File: src/hdl/sha_pkg.sv
// Package for the SHA-256 byte stream hasher: payload structs, state enum,
// round constants, initial hash values and round helper functions.
// Depends on nothing.
package sha_pkg;

    typedef struct packed {
        logic [7:0] data_byte;
        logic       has_byte;
        logic       last_byte;
    } in_word_t;

    typedef struct packed {
        logic [31:0] digest_word;
        logic [2:0]  word_index;
        logic        last_word;
    } out_word_t;

    typedef enum logic [1:0] {
        ST_IDLE,
        ST_LOAD,
        ST_ROUND,
        ST_EMIT
    } state_t;

    function automatic logic [31:0] round_k(input logic [5:0] idx);
        logic [31:0] k;
        begin
            case (idx)
                6'd0: k = 32'h428a2f98; 6'd1: k = 32'h71374491;
                6'd2: k = 32'hb5c0fbcf; 6'd3: k = 32'he9b5dba5;
                6'd4: k = 32'h3956c25b; 6'd5: k = 32'h59f111f1;
                6'd6: k = 32'h923f82a4; 6'd7: k = 32'hab1c5ed5;
                6'd8: k = 32'hd807aa98; 6'd9: k = 32'h12835b01;
                6'd10: k = 32'h243185be; 6'd11: k = 32'h550c7dc3;
                6'd12: k = 32'h72be5d74; 6'd13: k = 32'h80deb1fe;
                6'd14: k = 32'h9bdc06a7; 6'd15: k = 32'hc19bf174;
                6'd16: k = 32'he49b69c1; 6'd17: k = 32'hefbe4786;
                6'd18: k = 32'h0fc19dc6; 6'd19: k = 32'h240ca1cc;
                6'd20: k = 32'h2de92c6f; 6'd21: k = 32'h4a7484aa;
                6'd22: k = 32'h5cb0a9dc; 6'd23: k = 32'h76f988da;
                6'd24: k = 32'h983e5152; 6'd25: k = 32'ha831c66d;
                6'd26: k = 32'hb00327c8; 6'd27: k = 32'hbf597fc7;
                6'd28: k = 32'hc6e00bf3; 6'd29: k = 32'hd5a79147;
                6'd30: k = 32'h06ca6351; 6'd31: k = 32'h14292967;
                6'd32: k = 32'h27b70a85; 6'd33: k = 32'h2e1b2138;
                6'd34: k = 32'h4d2c6dfc; 6'd35: k = 32'h53380d13;
                6'd36: k = 32'h650a7354; 6'd37: k = 32'h766a0abb;
                6'd38: k = 32'h81c2c92e; 6'd39: k = 32'h92722c85;
                6'd40: k = 32'ha2bfe8a1; 6'd41: k = 32'ha81a664b;
                6'd42: k = 32'hc24b8b70; 6'd43: k = 32'hc76c51a3;
                6'd44: k = 32'hd192e819; 6'd45: k = 32'hd6990624;
                6'd46: k = 32'hf40e3585; 6'd47: k = 32'h106aa070;
                6'd48: k = 32'h19a4c116; 6'd49: k = 32'h1e376c08;
                6'd50: k = 32'h2748774c; 6'd51: k = 32'h34b0bcb5;
                6'd52: k = 32'h391c0cb3; 6'd53: k = 32'h4ed8aa4a;
                6'd54: k = 32'h5b9cca4f; 6'd55: k = 32'h682e6ff3;
                6'd56: k = 32'h748f82ee; 6'd57: k = 32'h78a5636f;
                6'd58: k = 32'h84c87814; 6'd59: k = 32'h8cc70208;
                6'd60: k = 32'h90befffa; 6'd61: k = 32'ha4506ceb;
                6'd62: k = 32'hbef9a3f7; 6'd63: k = 32'hc67178f2;
                default: k = 32'h0;
            endcase
            return k;
        end
    endfunction

    function automatic logic [31:0] init_h(input logic [2:0] idx);
        logic [31:0] h;
        begin
            case (idx)
                3'd0: h = 32'h6a09e667; 3'd1: h = 32'hbb67ae85;
                3'd2: h = 32'h3c6ef372; 3'd3: h = 32'ha54ff53a;
                3'd4: h = 32'h510e527f; 3'd5: h = 32'h9b05688c;
                3'd6: h = 32'h1f83d9ab; 3'd7: h = 32'h5be0cd19;
                default: h = 32'h0;
            endcase
            return h;
        end
    endfunction

    function automatic logic [31:0] rotr(input logic [31:0] v, input int amt);
        return (v >> amt) | (v << (32 - amt));
    endfunction

endpackage

File: src/hdl/sha256_byte_stream_hasher.sv
// Top level of the SHA-256 byte stream hasher: block word memory, padding
// sequencer and digest output. Depends on sha_pkg and sha_core.
//
//   channel   direction  payload              handshake
//   in        input      sha_pkg::in_word_t   in_valid / in_ready
//   out       output     sha_pkg::out_word_t  out_valid / out_ready
//
// An input word is taken in the idle state. A full block is then loaded and
// compressed before the next word is taken. A last word adds one padded
// block, or two when 56 or more bytes sit in the final partial block, and
// then eight output words, each held until out_ready takes it.
// Reset restores the initial hash values and clears the byte count.
// The input is held off during loading and compression and while the digest goes out.
module sha256_byte_stream_hasher (
    input  logic               clk,
    input  logic               rst_n,
    input  logic               in_valid,
    output logic               in_ready,
    input  sha_pkg::in_word_t  in_data,
    output logic               out_valid,
    input  logic               out_ready,
    output sha_pkg::out_word_t out_data
);

    logic [31:0] blk_mem [16];
    logic [31:0] rd_reg;
    logic [60:0] len_reg, len_next;
    sha_pkg::state_t state_reg, state_next;
    logic [4:0]  ld_reg, ld_next;
    logic        last_reg, last_next;
    logic        pad_reg, pad_next;
    logic        extra_reg, extra_next;
    logic [2:0]  oi_reg, oi_next;

    logic        accept;
    logic        wr_en;
    logic [5:0]  pos;
    logic [63:0] bits;
    logic        fin_blk;
    logic [3:0]  load_addr;
    logic [31:0] load_word;
    logic        start, load_en, chain_init, core_busy, core_done;
    logic [31:0] chain_out;

    // Padded blocks take 0x80, zero fill and the bit length in place of stored bytes.
    function automatic logic [31:0] fill_word(input logic [31:0] d, input logic [3:0] wa,
                                              input logic [5:0] p, input logic pad,
                                              input logic ex, input logic fin,
                                              input logic [63:0] b);
        logic [31:0] r;
        logic [5:0]  a;
        logic [7:0]  v;
        begin
            r = d;
            for (int i = 0; i < 4; i++)
            begin
                a = {wa, 2'(i)};
                v = d[8 * (3 - i) +: 8];
                if (pad)
                begin
                    if (ex || a > p)
                        v = 8'h00;
                    else if (a == p)
                        v = 8'h80;
                    if (fin && a >= 6'd56)
                        v = b[{~a[2:0], 3'b000} +: 8];
                end
                r[8 * (3 - i) +: 8] = v;
            end
            return r;
        end
    endfunction

    assign accept    = in_valid && in_ready;
    assign pos       = len_reg[5:0];
    assign bits      = {len_reg, 3'b000};
    assign fin_blk   = extra_reg || (pos < 6'd56);
    assign load_addr = ld_reg[3:0] - 4'd1;
    assign load_word = fill_word(rd_reg, load_addr, pos, pad_reg, extra_reg, fin_blk, bits);

    always_comb
    begin
        state_next = state_reg;
        len_next   = len_reg;
        ld_next    = ld_reg;
        last_next  = last_reg;
        pad_next   = pad_reg;
        extra_next = extra_reg;
        oi_next    = oi_reg;
        in_ready   = 1'b0;
        out_valid  = 1'b0;
        wr_en      = 1'b0;
        start      = 1'b0;
        load_en    = 1'b0;
        chain_init = 1'b0;
        case (state_reg)
            sha_pkg::ST_IDLE:
            begin
                in_ready = 1'b1;
                if (accept)
                begin
                    last_next = in_data.last_byte;
                    if (in_data.has_byte)
                    begin
                        wr_en    = 1'b1;
                        len_next = len_reg + 61'd1;
                    end
                    if (in_data.has_byte && pos == 6'd63)
                    begin
                        state_next = sha_pkg::ST_LOAD;
                        ld_next    = 5'd0;
                        pad_next   = 1'b0;
                    end
                    else if (in_data.last_byte)
                    begin
                        state_next = sha_pkg::ST_LOAD;
                        ld_next    = 5'd0;
                        pad_next   = 1'b1;
                        extra_next = 1'b0;
                    end
                end
            end
            sha_pkg::ST_LOAD:
            begin
                // The memory read is registered, so its word arrives in the cycle after the address.
                ld_next = ld_reg + 5'd1;
                load_en = (ld_reg != 5'd0);
                if (ld_reg == 5'd16)
                begin
                    start      = 1'b1;
                    state_next = sha_pkg::ST_ROUND;
                end
            end
            sha_pkg::ST_ROUND:
            begin
                if (core_done)
                begin
                    if (!last_reg)
                    begin
                        state_next = sha_pkg::ST_IDLE;
                    end
                    else if (!pad_reg)
                    begin
                        state_next = sha_pkg::ST_LOAD;
                        ld_next    = 5'd0;
                        pad_next   = 1'b1;
                        extra_next = 1'b0;
                    end
                    else if (!fin_blk)
                    begin
                        state_next = sha_pkg::ST_LOAD;
                        ld_next    = 5'd0;
                        extra_next = 1'b1;
                    end
                    else
                    begin
                        state_next = sha_pkg::ST_EMIT;
                        oi_next    = 3'd0;
                    end
                end
            end
            sha_pkg::ST_EMIT:
            begin
                out_valid = 1'b1;
                if (out_ready)
                begin
                    oi_next = oi_reg + 3'd1;
                    if (oi_reg == 3'd7)
                    begin
                        chain_init = 1'b1;
                        len_next   = 61'd0;
                        last_next  = 1'b0;
                        pad_next   = 1'b0;
                        extra_next = 1'b0;
                        state_next = sha_pkg::ST_IDLE;
                    end
                end
            end
            default:
            begin
                state_next = sha_pkg::ST_IDLE;
            end
        endcase
    end

    always_ff @(posedge clk or negedge rst_n)
    begin
        if (!rst_n)
        begin
            state_reg <= sha_pkg::ST_IDLE;
            len_reg   <= 61'd0;
            ld_reg    <= 5'd0;
            last_reg  <= 1'b0;
            pad_reg   <= 1'b0;
            extra_reg <= 1'b0;
            oi_reg    <= 3'd0;
        end
        else
        begin
            state_reg <= state_next;
            len_reg   <= len_next;
            ld_reg    <= ld_next;
            last_reg  <= last_next;
            pad_reg   <= pad_next;
            extra_reg <= extra_next;
            oi_reg    <= oi_next;
        end
    end

    always_ff @(posedge clk)
    begin
        if (wr_en)
        begin
            blk_mem[pos[5:2]][{~pos[1:0], 3'b000} +: 8] <= in_data.data_byte;
        end
        rd_reg <= blk_mem[ld_reg[3:0]];
    end

    sha_core u_core (
        .clk        (clk),
        .rst_n      (rst_n),
        .start      (start),
        .load_en    (load_en),
        .load_addr  (load_addr),
        .load_data  (load_word),
        .chain_init (chain_init),
        .chain_sel  (oi_reg),
        .chain_out  (chain_out),
        .busy       (core_busy),
        .done       (core_done)
    );

    assign out_data.digest_word = chain_out;
    assign out_data.word_index  = oi_reg;
    assign out_data.last_word   = (oi_reg == 3'd7);

    a_ready_idle: assert property (@(posedge clk) disable iff (!rst_n)
        in_ready |-> !core_busy) else $error("input taken while core runs");
    a_emit_valid: assert property (@(posedge clk) disable iff (!rst_n)
        out_valid |-> state_reg == sha_pkg::ST_EMIT) else $error("stray output");
    a_last_idx: assert property (@(posedge clk) disable iff (!rst_n)
        (out_valid && out_ready && oi_reg == 3'd7) |=> !out_valid)
        else $error("extra digest word");

endmodule

File: src/hdl/sha_core.sv
// SHA-256 compression core: 16-entry schedule memory, one round per cycle.
// Depends on sha_pkg. Loads 16 words, runs 64 rounds, folds into chain.
module sha_core (
    input  logic        clk,
    input  logic        rst_n,
    input  logic        start,
    input  logic        load_en,
    input  logic [3:0]  load_addr,
    input  logic [31:0] load_data,
    input  logic        chain_init,
    input  logic [2:0]  chain_sel,
    output logic [31:0] chain_out,
    output logic        busy,
    output logic        done
);

    logic [31:0] sched_mem [16];
    logic [31:0] chain_reg [8];
    logic [31:0] a_reg, b_reg, c_reg, d_reg, e_reg, f_reg, g_reg, h_reg;
    logic [6:0]  cnt_reg, cnt_next;
    logic        run_reg, run_next;
    logic        done_reg, done_next;

    logic [5:0]  rnd;
    logic [31:0] w, w15, w2, w7, w16, s0, s1, t1, t2, wnew;

    // Schedule window is held as a shift line read at fixed taps.
    assign rnd  = cnt_reg[5:0];
    assign w16  = sched_mem[0];
    assign w15  = sched_mem[1];
    assign w7   = sched_mem[9];
    assign w2   = sched_mem[14];
    assign s0   = sha_pkg::rotr(w15, 7) ^ sha_pkg::rotr(w15, 18) ^ (w15 >> 3);
    assign s1   = sha_pkg::rotr(w2, 17) ^ sha_pkg::rotr(w2, 19) ^ (w2 >> 10);
    assign wnew = w16 + s0 + w7 + s1;
    assign w    = (rnd < 6'd16) ? sched_mem[0] : wnew;
    assign t1   = h_reg + (sha_pkg::rotr(e_reg, 6) ^ sha_pkg::rotr(e_reg, 11)
                  ^ sha_pkg::rotr(e_reg, 25)) + ((e_reg & f_reg) ^ (~e_reg & g_reg))
                  + sha_pkg::round_k(rnd) + w;
    assign t2   = (sha_pkg::rotr(a_reg, 2) ^ sha_pkg::rotr(a_reg, 13)
                  ^ sha_pkg::rotr(a_reg, 22))
                  + ((a_reg & b_reg) ^ (a_reg & c_reg) ^ (b_reg & c_reg));

    always_comb
    begin
        run_next  = run_reg;
        cnt_next  = cnt_reg;
        done_next = 1'b0;
        if (start)
        begin
            run_next = 1'b1;
            cnt_next = 7'd0;
        end
        else if (run_reg)
        begin
            cnt_next = cnt_reg + 7'd1;
            if (cnt_reg == 7'd64)
            begin
                run_next  = 1'b0;
                done_next = 1'b1;
            end
        end
    end

    always_ff @(posedge clk or negedge rst_n)
    begin
        if (!rst_n)
        begin
            run_reg  <= 1'b0;
            cnt_reg  <= 7'd0;
            done_reg <= 1'b0;
        end
        else
        begin
            run_reg  <= run_next;
            cnt_reg  <= cnt_next;
            done_reg <= done_next;
        end
    end

    always_ff @(posedge clk)
    begin
        if (load_en)
        begin
            sched_mem[load_addr] <= load_data;
        end
        else if (run_reg && cnt_reg < 7'd64)
        begin
            for (int i = 0; i < 15; i++)
            begin
                sched_mem[i] <= sched_mem[i + 1];
            end
            sched_mem[15] <= w;
        end
    end

    always_ff @(posedge clk or negedge rst_n)
    begin
        if (!rst_n)
        begin
            for (int i = 0; i < 8; i++)
            begin
                chain_reg[i] <= sha_pkg::init_h(3'(i));
            end
        end
        else if (chain_init)
        begin
            for (int i = 0; i < 8; i++)
            begin
                chain_reg[i] <= sha_pkg::init_h(3'(i));
            end
        end
        else if (run_reg && cnt_reg == 7'd64)
        begin
            chain_reg[0] <= chain_reg[0] + a_reg;
            chain_reg[1] <= chain_reg[1] + b_reg;
            chain_reg[2] <= chain_reg[2] + c_reg;
            chain_reg[3] <= chain_reg[3] + d_reg;
            chain_reg[4] <= chain_reg[4] + e_reg;
            chain_reg[5] <= chain_reg[5] + f_reg;
            chain_reg[6] <= chain_reg[6] + g_reg;
            chain_reg[7] <= chain_reg[7] + h_reg;
        end
    end

    always_ff @(posedge clk)
    begin
        if (start)
        begin
            a_reg <= chain_reg[0]; b_reg <= chain_reg[1];
            c_reg <= chain_reg[2]; d_reg <= chain_reg[3];
            e_reg <= chain_reg[4]; f_reg <= chain_reg[5];
            g_reg <= chain_reg[6]; h_reg <= chain_reg[7];
        end
        else if (run_reg && cnt_reg < 7'd64)
        begin
            h_reg <= g_reg; g_reg <= f_reg; f_reg <= e_reg; e_reg <= d_reg + t1;
            d_reg <= c_reg; c_reg <= b_reg; b_reg <= a_reg; a_reg <= t1 + t2;
        end
    end

    assign chain_out = chain_reg[chain_sel];
    assign busy      = run_reg;
    assign done      = done_reg;

    a_start_idle: assert property (@(posedge clk) disable iff (!rst_n)
        start |-> !run_reg) else $error("start while busy");
    a_done_after: assert property (@(posedge clk) disable iff (!rst_n)
        done |-> !run_reg) else $error("done while running");
    a_load_idle: assert property (@(posedge clk) disable iff (!rst_n)
        load_en |-> !run_reg) else $error("load while running");

endmodule
File: config.mk
export PLATFORM = sky130hd
export DESIGN_NAME = sha256_byte_stream_hasher
export DESIGN_NICKNAME = d
export VERILOG_FILES = /design/src/hdl/sha_pkg.sv /design/src/hdl/sha256_byte_stream_hasher.sv /design/src/hdl/sha_core.sv
export SDC_FILE = /design/constraint.sdc
export NUM_CORES = 2
export LEC_CHECK = 0
export ABC_AREA = 1
export BUFFER_PORTS_ARGS = -buffer_cell sky130_fd_sc_hd__buf_2
export CORE_MARGIN = 3
export CORE_UTILIZATION = 60
export CTS_BUF_LIST = sky130_fd_sc_hd__clkbuf_8
export DETAILED_ROUTE_END_ITERATION = 7
export PLACE_DENSITY = 0.77
export SYNTH_ARGS = -nofsm -noshare
export SYNTH_HDL_FRONTEND = slang
export SYNTH_HIERARCHICAL = 1
export SYNTH_SLANG_ARGS = --single-unit
File: constraint.sdc
create_clock -name clk -period 18.75 [get_ports clk]
set_clock_uncertainty 0.1 [all_clocks]
set_input_delay 1.875 -clock clk [delete_from_list [all_inputs] [get_ports clk]]
set_output_delay 1.875 -clock clk [all_outputs]
set_load 0.02 [all_outputs]
==> impl.org <==
** Run status
- Result of the run :: finished clean

** GRT
- Entering global routing, the biggest net connects 231 pins.
- The first global-routing pass estimated 528000 microns of wire.
- Initial antenna violation count :: 12
- For this run, the total global-route usage over all layers was measured as 40.7%.
- Vias in the first global route :: 83226
- Leftover overflow at the end of global routing :: 0

** Worst setup path
- The slowest stage of the critical path is the sky130_fd_sc_hd__xor2_1 cell.
- Data on the critical path is required at its endpoint by 19410 ps.
- The critical path in this run is classified as reg -> reg.
- The worst setup path is launched from a flip-flop.
- CP max FO :: 5
- Critical path data arrival time :: 11370 ps
- The most critical setup path has its startpoint at u_core/sched_mem[14][18].
- In this design, the critical path's most frequently occurring cell is sky130_fd_sc_hd__inv_1.
- Measured in cells, the most critical reg-to-reg path has a length of 41.
- Crit path capture type :: flip-flop
- The largest single stage delay on the critical path is 820 ps.
- The startpoint identified for the worst register-to-register timing path is u_core/sched_mem[14][18].

** Floorplan
- Die area :: 173000 sq um
- Die extent in y :: 416 microns
- Effective utilization at floorplan :: 60.8%
- Die width :: 416 microns
- The core region is 166000 sq um.
- Pin placement for this block handled 52 I/O pins.
- Core Rows :: 149

** STA
- The max-slew violation total from the final report is 0.
- Static timing analysis puts the maximum clock frequency at 0.0934 GHz.
- Summed over all failing endpoints, the final setup total negative slack is 0 ps.
- Final critical path time including I/O delays and setup :: 10710 ps
- Setup repair after global routing missed its margin :: false
- Final hold violations :: 0
- Setup violations remaining at the end of the flow were counted as 0.
- Transition at the pin with the smallest max-transition slack :: 1260 ps
- Remaining max-slew budget at the tightest pin :: 15.1%
- Post-route clock period utilization :: 57.1%

** Layout
- After filler insertion, the fill cell instance count of the layout stands at 13430.
- Compared with the post-synthesis result, the final layout area differs by 7.57%.
- Fin nets :: 12353
- Share of post-route cells with drive strength above 1 :: 6.57%
- Share of the core filled with cells :: 65.4%

** Yosys
- The synthesized design contains 1651 register bits.
- After synthesis, the largest area contributor takes up 38.1% of total cell area.
- Net count of the mapped netlist :: 12375
- Most used flip-flop cell after synthesis :: sky130_fd_sc_hd__edfxtp_1
- Counting flops with a built-in enable in the synthesized netlist gives 1280.
- Yosys attributes the largest share of cell area to sky130_fd_sc_hd__edfxtp_1 38%, sky130_fd_sc_hd__nand2_1 10%, sky130_fd_sc_hd__o21ai_0 6.1%.
- The average instance in the mapped netlist occupies 8.59 sq um.
- Counting distinct cell types in the post-synthesis netlist gives 70.
- After technology mapping, the gate count stands at 11746.
- Sequential area share after synthesis :: 47.3%
- Cell area after technology mapping :: 101000 sq um
- Library cell occupying the most area in the post-synthesis netlist :: sky130_fd_sc_hd__edfxtp_1
- Counting flops with an async set or reset pin after synthesis yields a share of 20.5%.
- Most common cell in the synthesized netlist :: sky130_fd_sc_hd__nand2_1
- Yosys warnings :: 6
- Sorting the synthesized cells by how often they occur yields 2761 x sky130_fd_sc_hd__nand2_1, 1391 x sky130_fd_sc_hd__inv_1, 1280 x sky130_fd_sc_hd__edfxtp_1.

** Power and ir drop
- For this design the static power due to leakage is 0.0472 uW.
- Of the total power, the share spent switching nets is 37.2%.
- Areal power density over the cells :: 104 nW/um^2
- For this design the total switching power over the nets is 4190 uW.
- Internal :: 7060 uW
- Combinational cells account for 28.7% of the total power.
- Peak VDD IR :: 158 uV
- In this run, flip-flops and latches consume 42.1% of the power.
- In this run, the clock network consumes 29.2% of the power.

** CTS
- Max H-tree Level :: 5
- CTS saw 1651 sinks.
- TritonCTS clock tree :: yes
- Clk root buf :: sky130_fd_sc_hd__clkbuf_8
- For this design, the CTS-stage hold fixing added 0 buffers.
- Once the clock tree was built, the setup fixing pass inserted 0 buffers.
- CTS-repair resized insts :: 0
- Number of buffers on the longest clock path :: 4
- CTS Buf Count :: 295
- The clock reaches the later pin of the worst-skew pair after 1090 ps.
- Clk slew on worst S/H paths :: 60 ps

** Detailed routing
- Once detail routing completed, the nets flagged for antenna violations numbered 0.
- After the first detailed-routing iteration, the DRC count stood at 13818.
- The first detailed-routing pass ran for 7 iterations.
- Using the TritonRoute via totals, the vias-per-cell ratio works out to 6.27.
- The routed layout has 88582 vias.
- Average wire per standard cell :: 25.6 microns
- DRC :: 0
- Wires add up to 361000 microns.

** Placed design
- IO Port Bufs :: 51
- The congestion estimate from routability-driven global placement came to 1.05.
- Once detailed placement completed, the half-perimeter wirelength came to 264000 microns.

** Worst hold path
- Hold_sp :: u_core/sched_mem[15][27]
- The path class of the tightest hold or removal check is reg -> reg.
- Along the worst hold path, the cell count comes to 2.

** Run
- Max capacitance violation total :: 0
[cells in the final DEF, fill, tap and decap left out, drive strengths merged, types with 68 or more instances in the layout]
master and count:
a21o 71, a21oi 688, a31oi 77, buf 142
clkbuf 319, clkinv 87, dfrtp 203, dfstp 136
edfxtp 1280, fa 196, ha 419, inv 1484
nand2 2765, nand3 405, nand4 84, nor2 1044
nor3 136, o211ai 68, o21ai 1308, o22ai 188
xnor2 166, xor2 243
[power groups by stage]
stage	logic (uW)	clock network, uW	registers [uW]
after floorplan	1910	0	4700
after global placement	2980	0	4790
after detailed placement	3100	0	4790
after CTS	3120	3290	4720
after global routing	3450	3460	4740
final	3230	3290	4730
[critical path, delay by kind of cell, from the launching register on]
kind	cells	cell delay, ps
adder cells (fa/ha/maj)	10	4350
AO/OA/AOI/OAI	10	2420
XOR/XNOR	4	1320
AND/OR/NAND/NOR	9	1130
buffers and inverters	8	580
flip-flops	1	510
[area by class of cell]
class / count / area, sq um / area share, %
antenna: 7 / 17.5 / 0.0161
clock buffer: 319 / 4390 / 4.05
clock inverter: 187 / 1140 / 1.05
inverter: 1407 / 5310 / 4.89
multi-input combinational: 8227 / 46200 / 42.6
sequential: 1651 / 47700 / 44.0
tap: 2189 / 2740 / 2.52
timing repair buffer: 142 / 986 / 0.909
[path summary, 6_finish.rpt]
check	end	slack, ps
max in group asynchronous	u_core/chain_reg[13]	14910
worst min register to register	u_core/sched_mem[14][27]	370
worst min-delay path	u_core/sched_mem[14][27]	370
worst max register to register	u_core/a_reg[23]	8040
min in group asynchronous	u_core/chain_reg[204]	630
worst max-delay path	u_core/a_reg[23]	8040
[cells by family after synthesis]
logic type / synth area share, %
mux: 0.00992
xor+xnor: 3.58
compound gates: 14.7
buf+inv: 7.12
flops: 47.3
fa+ha+maj: 9.11
simple gates: 18.1
[metal layers]
layer  GRT usage [%]  wire length [microns]  vias to the layer above
met5               0                     46                        -
li1                -                      -                    39533
met2            60.9                 156000                     6088
met1            55.9                 138000                    41949
met3            9.67                  45200                     1004
met4            20.4                  21800                        8
[stage by stage]
step	hold slack (ps)	worst slack [ps]	total power (uW)	cell area, sq um	instances
3_3_place_gp	378	8260	7770	103000	13616
2_1_floorplan	363	6000	6610	101000	11746
3_5_place_dp	393	8310	7890	103000	13616
4_1_cts	388	8200	11100	108000	14122
5_1_grt	384	7570	11600	109000	14126
6_report	371	8040	11200	109000	14129
(Power assumes the default switching activity.)
